===== src/rgbpg_pkg.sv =====
// Shared constants for the RGB to panel gray converter with rotation.
package rgbpg_pkg;

  // Register indexes on the configuration port.
  localparam logic [1:0] REG_SRC_WIDTH     = 2'd0;
  localparam logic [1:0] REG_SRC_HEIGHT    = 2'd1;
  localparam logic [1:0] REG_PIXEL_LAYOUT  = 2'd2;
  localparam logic [1:0] REG_ROTATION_MODE = 2'd3;

  // Byte order codes.
  localparam logic LAYOUT_RGBA = 1'b0;
  localparam logic LAYOUT_BGRA = 1'b1;

  // Rotation codes; the unused code acts as no rotation.
  localparam logic [1:0] ROT_NONE = 2'd0;
  localparam logic [1:0] ROT_CW   = 2'd1;
  localparam logic [1:0] ROT_CCW  = 2'd2;

  // Field and register widths.
  localparam int unsigned SIZE_REG_W = 12;
  localparam int unsigned BYTE_W     = 8;
  localparam int unsigned DEST_W     = 11;
  localparam int unsigned ADDR_W     = 22;

  // Luma weights, shift and quantization mask.
  localparam logic [6:0] COEF_R     = 7'd38;
  localparam logic [6:0] COEF_G     = 7'd75;
  localparam logic [6:0] COEF_B     = 7'd15;
  localparam int unsigned LUMA_SHIFT = 7;
  localparam logic [7:0] GRAY_MASK  = 8'hF0;

  // Reset value of the size registers.
  localparam logic [SIZE_REG_W-1:0] SIZE_RESET = 12'd1;

endpackage


===== src/rgb_to_panel_gray_with_rotation.sv =====
// RGB to 16-level panel gray converter with destination rotation.
// Each accepted pixel is held in the input register and then in the result register.
// Throughput: one pixel per cycle unless the output stalls; the luma and address math sit
// between an input register and a result register, and input stalls only once both hold a pixel.
// Reset: asynchronous, active low; clears the raster counters and valid flags
// and sets the size registers to 1, layout to RGBA and rotation to none.
module rgb_to_panel_gray_with_rotation #(
  parameter int unsigned MAX_DIM = 2048
) (
  input  logic        clk_i,
  input  logic        rst_ni,
  // Configuration port.
  input  logic        psel,
  input  logic        penable,
  input  logic        pwrite,
  input  logic [3:0]  paddr,
  input  logic [31:0] pwdata,
  output logic [31:0] prdata,
  output logic        pready,
  // Pixel input.
  input  logic        in_valid_i,
  output logic        in_ready_o,
  input  logic [rgbpg_pkg::BYTE_W-1:0] byte0_i,
  input  logic [rgbpg_pkg::BYTE_W-1:0] byte1_i,
  input  logic [rgbpg_pkg::BYTE_W-1:0] byte2_i,
  // Result output.
  output logic        out_valid_o,
  input  logic        out_ready_i,
  output logic [7:0]  gray_level_o,
  output logic [rgbpg_pkg::DEST_W-1:0] dest_col_o,
  output logic [rgbpg_pkg::DEST_W-1:0] dest_row_o,
  output logic [rgbpg_pkg::ADDR_W-1:0] dest_addr_o,
  output logic        frame_end_o
);
  import rgbpg_pkg::*;

  // Counter width covers positions up to MAX_DIM-1; sizes need one bit more.
  localparam int unsigned CW    = $clog2(MAX_DIM);
  localparam int unsigned SZ_W  = CW + 1;
  localparam int unsigned CMP_W = (SZ_W > SIZE_REG_W) ? SZ_W : SIZE_REG_W;
  localparam int unsigned OW    = (SZ_W > DEST_W) ? SZ_W : DEST_W;
  localparam int unsigned PW    = 2 * SZ_W + 1;
  localparam int unsigned AW    = (PW > ADDR_W) ? PW : ADDR_W;
  localparam logic [CMP_W-1:0] SIZE_CAP = CMP_W'(MAX_DIM);

  // Configuration registers.
  logic [SIZE_REG_W-1:0] src_width_q, src_height_q;
  logic                  pixel_layout_q;
  logic [1:0]            rotation_mode_q;
  logic                  cfg_wr;

  assign pready = 1'b1;
  assign cfg_wr = psel && penable && pwrite;

  always_ff @(posedge clk_i or negedge rst_ni) begin
    if (!rst_ni) begin
      src_width_q     <= SIZE_RESET;
      src_height_q    <= SIZE_RESET;
      pixel_layout_q  <= LAYOUT_RGBA;
      rotation_mode_q <= ROT_NONE;
    end else if (cfg_wr) begin
      case (paddr[3:2])
        REG_SRC_WIDTH:     src_width_q     <= pwdata[SIZE_REG_W-1:0];
        REG_SRC_HEIGHT:    src_height_q    <= pwdata[SIZE_REG_W-1:0];
        REG_PIXEL_LAYOUT:  pixel_layout_q  <= pwdata[0];
        REG_ROTATION_MODE: rotation_mode_q <= pwdata[1:0];
        default: ;
      endcase
    end
  end

  // Register read back.
  always_comb begin
    case (paddr[3:2])
      REG_SRC_WIDTH:     prdata = 32'(src_width_q);
      REG_SRC_HEIGHT:    prdata = 32'(src_height_q);
      REG_PIXEL_LAYOUT:  prdata = 32'(pixel_layout_q);
      REG_ROTATION_MODE: prdata = 32'(rotation_mode_q);
      default:           prdata = '0;
    endcase
  end

  // Effective sizes: zero acts as one, large sizes saturate to MAX_DIM.
  logic [CMP_W-1:0] width_ext, height_ext;
  logic [SZ_W-1:0]  eff_w, eff_h;

  always_comb begin
    width_ext  = CMP_W'(src_width_q);
    height_ext = CMP_W'(src_height_q);
    if (width_ext == '0) begin
      eff_w = SZ_W'(1);
    end else if (width_ext > SIZE_CAP) begin
      eff_w = SZ_W'(MAX_DIM);
    end else begin
      eff_w = width_ext[SZ_W-1:0];
    end
    if (height_ext == '0) begin
      eff_h = SZ_W'(1);
    end else if (height_ext > SIZE_CAP) begin
      eff_h = SZ_W'(MAX_DIM);
    end else begin
      eff_h = height_ext[SZ_W-1:0];
    end
  end

  // Handshake control for the two register stages.
  logic s1_valid_q, out_valid_q;
  logic out_free, s1_adv, in_fire;

  assign out_free   = !out_valid_q || out_ready_i;
  assign s1_adv     = s1_valid_q && out_free;
  assign in_ready_o = !s1_valid_q || out_free;
  assign in_fire    = in_valid_i && in_ready_o;

  // Raster position of the next pixel, reset to zero if the size shrank.
  logic [CW-1:0] col_q, row_q;
  logic [SZ_W-1:0] pos_x, pos_y, next_x, next_y;
  logic at_last;

  always_comb begin
    pos_x = SZ_W'(col_q);
    pos_y = SZ_W'(row_q);
    if (pos_x >= eff_w) pos_x = '0;
    if (pos_y >= eff_h) pos_y = '0;
    at_last = (pos_x == eff_w - SZ_W'(1)) && (pos_y == eff_h - SZ_W'(1));
    next_x  = pos_x + SZ_W'(1);
    next_y  = pos_y;
    if (next_x >= eff_w) begin
      next_x = '0;
      next_y = pos_y + SZ_W'(1);
      if (next_y >= eff_h) next_y = '0;
    end
  end

  always_ff @(posedge clk_i or negedge rst_ni) begin
    if (!rst_ni) begin
      col_q <= '0;
      row_q <= '0;
    end else if (in_fire) begin
      col_q <= next_x[CW-1:0];
      row_q <= next_y[CW-1:0];
    end
  end

  // Input register: color channels in R, G, B order and the source position.
  logic [BYTE_W-1:0] red_q, green_q, blue_q;
  logic [CW-1:0]     x_q, y_q;

  always_ff @(posedge clk_i or negedge rst_ni) begin
    if (!rst_ni) begin
      s1_valid_q <= 1'b0;
    end else if (in_fire) begin
      s1_valid_q <= 1'b1;
    end else if (s1_adv) begin
      s1_valid_q <= 1'b0;
    end
  end

  always_ff @(posedge clk_i) begin
    if (in_fire) begin
      red_q   <= (pixel_layout_q == LAYOUT_BGRA) ? byte2_i : byte0_i;
      green_q <= byte1_i;
      blue_q  <= (pixel_layout_q == LAYOUT_BGRA) ? byte0_i : byte2_i;
      x_q     <= pos_x[CW-1:0];
      y_q     <= pos_y[CW-1:0];
    end
  end

  // Luma from fixed weights, keeping the upper nibble only.
  logic [14:0] luma_sum;
  logic [7:0]  gray_d;

  assign luma_sum = 15'(COEF_R) * 15'(red_q) + 15'(COEF_G) * 15'(green_q)
                  + 15'(COEF_B) * 15'(blue_q);
  assign gray_d   = luma_sum[LUMA_SHIFT +: 8] & GRAY_MASK;

  // Destination position and linear address for the selected rotation.
  logic [SZ_W-1:0] sx, sy, dx, dy, out_w;
  logic [AW-1:0]   addr_d;
  logic [OW-1:0]   dx_ext, dy_ext;
  logic            last_d;

  always_comb begin
    sx = SZ_W'(x_q);
    sy = SZ_W'(y_q);
    case (rotation_mode_q)
      ROT_CW: begin
        dx    = eff_h - SZ_W'(1) - sy;
        dy    = sx;
        out_w = eff_h;
      end
      ROT_CCW: begin
        dx    = sy;
        dy    = eff_w - SZ_W'(1) - sx;
        out_w = eff_h;
      end
      default: begin
        dx    = sx;
        dy    = sy;
        out_w = eff_w;
      end
    endcase
    addr_d = AW'(dy) * AW'(out_w) + AW'(dx);
    dx_ext = OW'(dx);
    dy_ext = OW'(dy);
    last_d = (sx == eff_w - SZ_W'(1)) && (sy == eff_h - SZ_W'(1));
  end

  // Result register.
  always_ff @(posedge clk_i or negedge rst_ni) begin
    if (!rst_ni) begin
      out_valid_q <= 1'b0;
    end else if (s1_adv) begin
      out_valid_q <= 1'b1;
    end else if (out_ready_i) begin
      out_valid_q <= 1'b0;
    end
  end

  always_ff @(posedge clk_i) begin
    if (s1_adv) begin
      gray_level_o <= gray_d;
      dest_col_o   <= dx_ext[DEST_W-1:0];
      dest_row_o   <= dy_ext[DEST_W-1:0];
      dest_addr_o  <= addr_d[ADDR_W-1:0];
      frame_end_o  <= last_d;
    end
  end

  assign out_valid_o = out_valid_q;

`ifndef SYNTHESIS
  // An accepted request always lands in the input register.
  a_fire_fills_s1: assert property (@(posedge clk_i) disable iff (!rst_ni)
    in_fire |=> s1_valid_q)
    else $error("accepted pixel did not reach the input register");

  // A stalled input stage keeps its pixel and position.
  a_s1_holds: assert property (@(posedge clk_i) disable iff (!rst_ni)
    s1_valid_q && !s1_adv |=> s1_valid_q && $stable(x_q) && $stable(y_q))
    else $error("stalled input stage lost its pixel");

  // The raster counters wrap to the origin after the last pixel of a frame.
  a_frame_wrap: assert property (@(posedge clk_i) disable iff (!rst_ni)
    in_fire && at_last |=> col_q == '0 && row_q == '0)
    else $error("raster counters did not wrap at frame end");

  // The quantized level never carries low bits.
  a_gray_quant: assert property (@(posedge clk_i) disable iff (!rst_ni)
    out_valid_o |-> gray_level_o[3:0] == 4'd0)
    else $error("gray level has low bits set");
`endif

endmodule

===== config.mk =====
export PLATFORM = sky130hd
export DESIGN_NAME = rgb_to_panel_gray_with_rotation
export DESIGN_NICKNAME = d
export VERILOG_FILES = /design/src/rgbpg_pkg.sv /design/src/rgb_to_panel_gray_with_rotation.sv
export SDC_FILE = /design/constraint.sdc
export NUM_CORES = 1
export LEC_CHECK = 0
export BUFFER_PORTS_ARGS = -buffer_cell sky130_fd_sc_hd__buf_2
export CORE_MARGIN = 3
export CORE_UTILIZATION = 30
export CTS_CLUSTER_DIAMETER = 80
export DETAILED_ROUTE_END_ITERATION = 6
export SLEW_MARGIN = 20
export SYNTH_ARGS = -nofsm -noshare
export SYNTH_HDL_FRONTEND = slang
export SYNTH_SLANG_ARGS = --single-unit
export TNS_END_PERCENT = 50

===== constraint.sdc =====
create_clock -name clk_i -period 24.5 [get_ports clk_i]
set_input_delay 3.675 -clock clk_i [delete_from_list [all_inputs] [get_ports clk_i]]
set_output_delay 3.675 -clock clk_i [all_outputs]
set_load 0.02 [all_outputs]

After elaboration in Yosys (flattened, before gate mapping)
Cells that the tools add are included.
{"block": "totals", "in_bits": 67, "mem_count": 0, "mem_bits_ro": 0, "latchBits": 0, "ram_bits": 0, "ff_bits": 146}
{"block": "op_classes", "muxes": 19, "n_bitwise": 0, "shifts": 0, "addsub": 9, "reduce_logical": 19, "mul": 4, "eq_ne": 7, "magnitude_cmp": 6, "div": 0}
{"op": "$pmux 32 s4", "n": 1}
{"op": "$mux 12", "n": 5}
{"op": "$mux 11", "n": 5}
{"op": "$pmux 12 s2", "n": 2}
{"op": "$add 11x1->12 const B", "n": 2}
{"op": "$eq 11x12->1", "n": 2}
{"op": "$ge 11x12->1", "n": 2}
{"op": "$ge 12x12->1", "n": 2}
{"op": "$gt 12x12->1 const B", "n": 2}
{"op": "$logic_not 12->1", "n": 2}
{"op": "$sub 12x1->12 const B", "n": 2}
{"op": "$sub 12x11->12", "n": 2}
{"op": "$add 22x12->22", "n": 1}
{"op": "$mul 12x12->22", "n": 1}
{"op": "$mux 8", "n": 2}
{"op": "$add 14x15->15", "n": 1}
{"op": "$add 15x12->15", "n": 1}
{"op": "$mul 7x8->15 const A", "n": 1}
{"op": "$mul 5x8->13 const A", "n": 1}
{"op": "$mul 4x8->12 const A", "n": 1}
{"op": "$reduce_and 2->1", "n": 4}
{"op": "$eq 2x2->1 const B", "n": 3}
{"op": "$logic_and 1x1->1", "n": 5}
{"op": "$eq 2x1->1 const B", "n": 2}
{"op": "other kinds (6)", "n": 12}

Logic depth before layout (Yosys ltp)
{"block": "depth", "ltp_word": 9, "depth_mapped": 36}

Least setup slack after synthesis
Ideal clock, no wire load.
{"block": "synth_timing", "kind": "input to output", "startpoint": "input port paddr[2]", "endpoint": "output port prdata[10]", "cell_stages": 4, "t_required_ps": 20825, "t_arrival_ps": 4809, "path_buffers": 2, "setup_slack_ps": 16016, "path_cell_list": "clkbuf_1 clkbuf_1 mux2i_1 nor2_1"}
{"block": "synth_between", "elab_chain_len": 2}
{"element": "start, declared", "line": "rgb_to_panel_gray_with_rotation.sv:16", "text": "input logic [3:0] paddr,"}
{"element": "$eq 2x2->1, or another cell as far along", "line": "rgb_to_panel_gray_with_rotation.sv:74", "text": "case (paddr[3:2])"}
{"element": "$pmux 32 s4 *", "line": "rgb_to_panel_gray_with_rotation.sv:74"}
{"element": "end, declared", "line": "rgb_to_panel_gray_with_rotation.sv:18", "text": "output logic [31:0] prdata,"}
Mark *: on every way between the ends. The rest lies on a longest branch, timed or not. The select of a mux whose other input is x is not followed.

Worst setup path in the final report
{"block": "layout_timing", "startpoint": "register src_width_q[8]", "endpoint": "register dest_addr_o[20] (netlist name), data pin"}
{"block": "layout_between", "elab_chain_len": 8}
{"element": "start, declared", "line": "rgb_to_panel_gray_with_rotation.sv:47", "text": "logic [SIZE_REG_W-1:0] src_width_q, src_height_q;"}
{"element": "start signal, assigned", "line": "rgb_to_panel_gray_with_rotation.sv:63", "text": "REG_SRC_WIDTH: src_width_q <= pwdata[SIZE_REG_W-1:0];"}
{"element": "$gt 12x12->1", "line": "rgb_to_panel_gray_with_rotation.sv:92", "text": "end else if (width_ext > SIZE_CAP) begin"}
{"element": "$mux 12", "line": "rgb_to_panel_gray_with_rotation.sv:92"}
{"element": "$mux 12 *", "line": "rgb_to_panel_gray_with_rotation.sv:90", "text": "if (width_ext == '0) begin"}
{"element": "$sub 12x1->12 *", "line": "rgb_to_panel_gray_with_rotation.sv:194", "text": "dy = eff_w - SZ_W'(1) - sx;"}
{"element": "$sub 12x11->12 *", "line": "rgb_to_panel_gray_with_rotation.sv:194"}
{"element": "$pmux 12 s2 *", "line": "rgb_to_panel_gray_with_rotation.sv:186", "text": "case (rotation_mode_q)"}
{"element": "via dy[7]", "line": "rgb_to_panel_gray_with_rotation.sv:178", "text": "logic [SZ_W-1:0] sx, sy, dx, dy, out_w;"}
{"element": "$mul 12x12->22 *", "line": "rgb_to_panel_gray_with_rotation.sv:203", "text": "addr_d = AW'(dy) * AW'(out_w) + AW'(dx);"}
{"element": "$add 22x12->22 *", "line": "rgb_to_panel_gray_with_rotation.sv:203"}
{"element": "via addr_d[20]", "line": "rgb_to_panel_gray_with_rotation.sv:179", "text": "logic [AW-1:0] addr_d;"}
{"element": "end signal, assigned", "line": "rgb_to_panel_gray_with_rotation.sv:225", "text": "dest_addr_o <= addr_d[ADDR_W-1:0];"}
{"element": "end, declared", "line": "rgb_to_panel_gray_with_rotation.sv:32", "text": "output logic [rgbpg_pkg::ADDR_W-1:0] dest_addr_o,"}
Mark *: on every way through the listed nets, which the timed path passes. The rest lies on a longest branch.
A chain may end at the register's enable or synchronous reset.

==> results.yml <==
grt:
  grt_start_max_net_pins: 65
  first_pass_grt_wire_length_mm: 67.6
  grt_util_all_layers: 0.151
  via_count_of_the_first_global_routing_pass: 12694
  antenna_found_initial: 0
  gr-total-overflow: 0
final_layout:
  final_layout_size_suffix_gt1_frac: 0.120
  regArea_um2: 4130
  syn_to_final_growth_pct: 11.0
  antenna_cells_inserted: 0
  fill_cells: 5507
  multi_input_area_um2: 11000
  mostFrequentLayoutCells: "inv_1, ha_1, nand2_1, fa_1, nor2_1"
  mostFrequentLayoutCell: "inv_1"
  finish.net_count: 2235
drt:
  drt_initial_violations: 633
  drcViolationCount: 0
  route.antenna.remaining_nets: 0
  vias: 12153
  avgViaCountPerCell: 4.83
  detail_route.first_pass.iterations: 5
  drt-wirelength-per-cell_um: 16.4
  finalWirelength_mm: 41.2
clock_network:
  cts.repair_timing.setup_buffer_count: 0
  numCtsBuffers: 17
  clkTransAtPathRegs_ns: 0.07
  cts_tree: "built"
  clkLatencyLatePin_ns: 0.48
  cts.sinks: 146
  cts.htree.levels: 4
  cts_hold_bufs: 0
  ctsLongestPathBuffers: 2
  clock-root-buffer: "clkbuf_16"
  cts-resized-gates: 0
timing:
  finalCriticalPeriod_ns: 9.36
  fmaxAchievable_mhz: 107
  rsz0062_at_grt: "no"
  final-setup-viol-count: 0
  fin_worst_skew_ns: 0.0135
  hold_viol: 0
  min_period_over_period: 0.382
  setup_tns_ns: 0
  slew-limit-headroom: 0.357
  slew_viol_final: 0
  actual_transition_at_the_worst_max_transition_pin_ns: 0.955
logic_synthesis:
  seq_area_frac_synth: 0.251
  share_of_yosys_cell_area_claimed_by_the_top_area_cell_type: 0.202
  synth-main-ff-cell: "edfxtp_1"
  mappedNetlistArea_um2: 16500
  ys_seq_elements: 146
  syn_inst: 1708
  synth-async-reset-ratio: 0.349
  syn-mean-instance-area_um2: 9.64
  synthDistinctLibCells: 70
  synth_edf_count: 95
  synth.top_cells.by_area: "fa_1, edfxtp_1, ha_1"
  synth.yosys.warnings: 0
  synth.largest_area_cell: "fa_1"
floorplanning:
  initial_core_util: 0.305
  die_y_um: 240
  fp.dieArea_um2: 57700
  num_rows: 85
  core_region_area_um2: 54000
  io_pins: 155
  dieWidth_um: 240
setup_path:
  setup.worst_path.class: "reg -> reg"
  cp_slowest_cell: "a211oi_1"
  highest_net_fanout_along_the_worst_path: 8
  worstSetupEndpointType: "register"
  max_stage_delay_ns: 0.61
  worst_endpoint_data_arrival_time_ns: 9.58
  worst-endpoint-required_ns: 24.72
  cp-start-kind: "register"
flow_run:
  timing.max_cap.violations: 0
placement:
  dp_hpwl_mm: 33.5
  io_port_bufs: 107
  routabilityCongestion: 0.898
min_path:
  min-delay-path-class: "reg -> reg"
status:
  run_status: "finished clean"
==> synth_stat cells (5+ instances only) <==
cell / n
nor4_1: 5
o21ai_1: 6
nand2b_1: 20
clkbuf_1: 32
a21o_1: 23
nor2b_1: 31
mux2_2: 43
nor3_1: 16
xnor2_1: 61
a22o_1: 8
or3_1: 5
nand2_1: 166
buf_1: 7
xor2_1: 18
mux2i_1: 14
a221oi_1: 13
and3_1: 18
a22oi_1: 8
o21bai_1: 9
fa_1: 166
ha_1: 195
and2_1: 26
edfxtp_1: 95
a221o_1: 6
buf_4: 26
inv_1: 292
a21oi_1: 61
a31oi_1: 9
o21a_1: 19
nand4_1: 7
nand3_1: 20
o21ai_0: 59
dfrtp_1: 49
nor2_1: 116
==> routing by layer <==
layer  wire length [um]  GRT usage
met3               1570     0.0257
met1              17600      0.185
met4               1640     0.0716
met5                  0          0
met2              20400      0.258
==> registers in the layout (all words and copies together) (netlist names), 8 cells and up <==
name and cells:
dest_row_o 11, dest_addr_o 22, src_width_q 12, x_q 11, blue_q 8, y_q 11
red_q 8, col_q 11, dest_col_o 11, row_q 11, green_q 8, height_ext 12
==> metrics by stage <==
step / worst slack, ns / cell area, um2 / cells / hold WS (ns) / utilization
floorplan: 16.02 / 16600 / 1731 / 0.449 / -
global placement: 15.14 / 17700 / 2484 / 0.463 / 0.328
detailed placement: 15.07 / 17700 / 2484 / 0.478 / 0.328
CTS: 15.00 / 18300 / 2516 / 0.497 / 0.338
global route: 14.51 / 18300 / 2516 / 0.526 / 0.338
finish: 15.14 / 18300 / 2516 / 0.488 / 0.338
==> worst paths after layout <==
path | startpoint | end | slack [ns] | depth (start not counted)
worst min-delay path | s1_valid_q | out_valid_o | 0.49 | 1
worst max register to register | src_width_q[8] | dest_addr_o[20] | 15.14 | 33
min in group asynchronous | rst_ni | out_valid_o | 3.30 | 2
max in group asynchronous | rst_ni | height_ext[6] | 20.68 | 2
worst max-delay path | src_width_q[8] | dest_addr_o[20] | 15.14 | 33
worst min register to register | s1_valid_q | out_valid_o | 0.49 | 1
==> critical path, delay by kind of cell, from the launching register on <==
family | cells | cell delay, ns
buf+inv | 5 | 0.63
compound gates | 9 | 2.58
xor+xnor | 2 | 0.32
flops | 1 | 0.46
simple gates | 9 | 1.61
fa+ha+maj | 8 | 3.44
==> layout make-up <==
| cell class | instances | area share |
|---|---|---|
| inverter | 295 | 0.0606 |
| sequential | 146 | 0.226 |
| clock inverter | 13 | 0.00554 |
| multi-input combinational | 1223 | 0.600 |
| clock buffer | 19 | 0.0242 |
| timing repair buffer | 124 | 0.0363 |
| tap | 696 | 0.0476 |
==> cells by family (layout without fill, tap and decap cells) <==
family	count (synthesis)	in the layout	synth area share
flops	146	146	0.251
mux	58	58	0.0393
simple gates	446	446	0.126
other cells	2	25	0.000456
fa+ha+maj	361	361	0.350
xor+xnor	80	80	0.0434
buf+inv	362	451	0.0890
compound gates	253	253	0.101
Power is not shown: default switching activity piles up to over one toggle a cycle in this logic, so the estimate is an artifact.
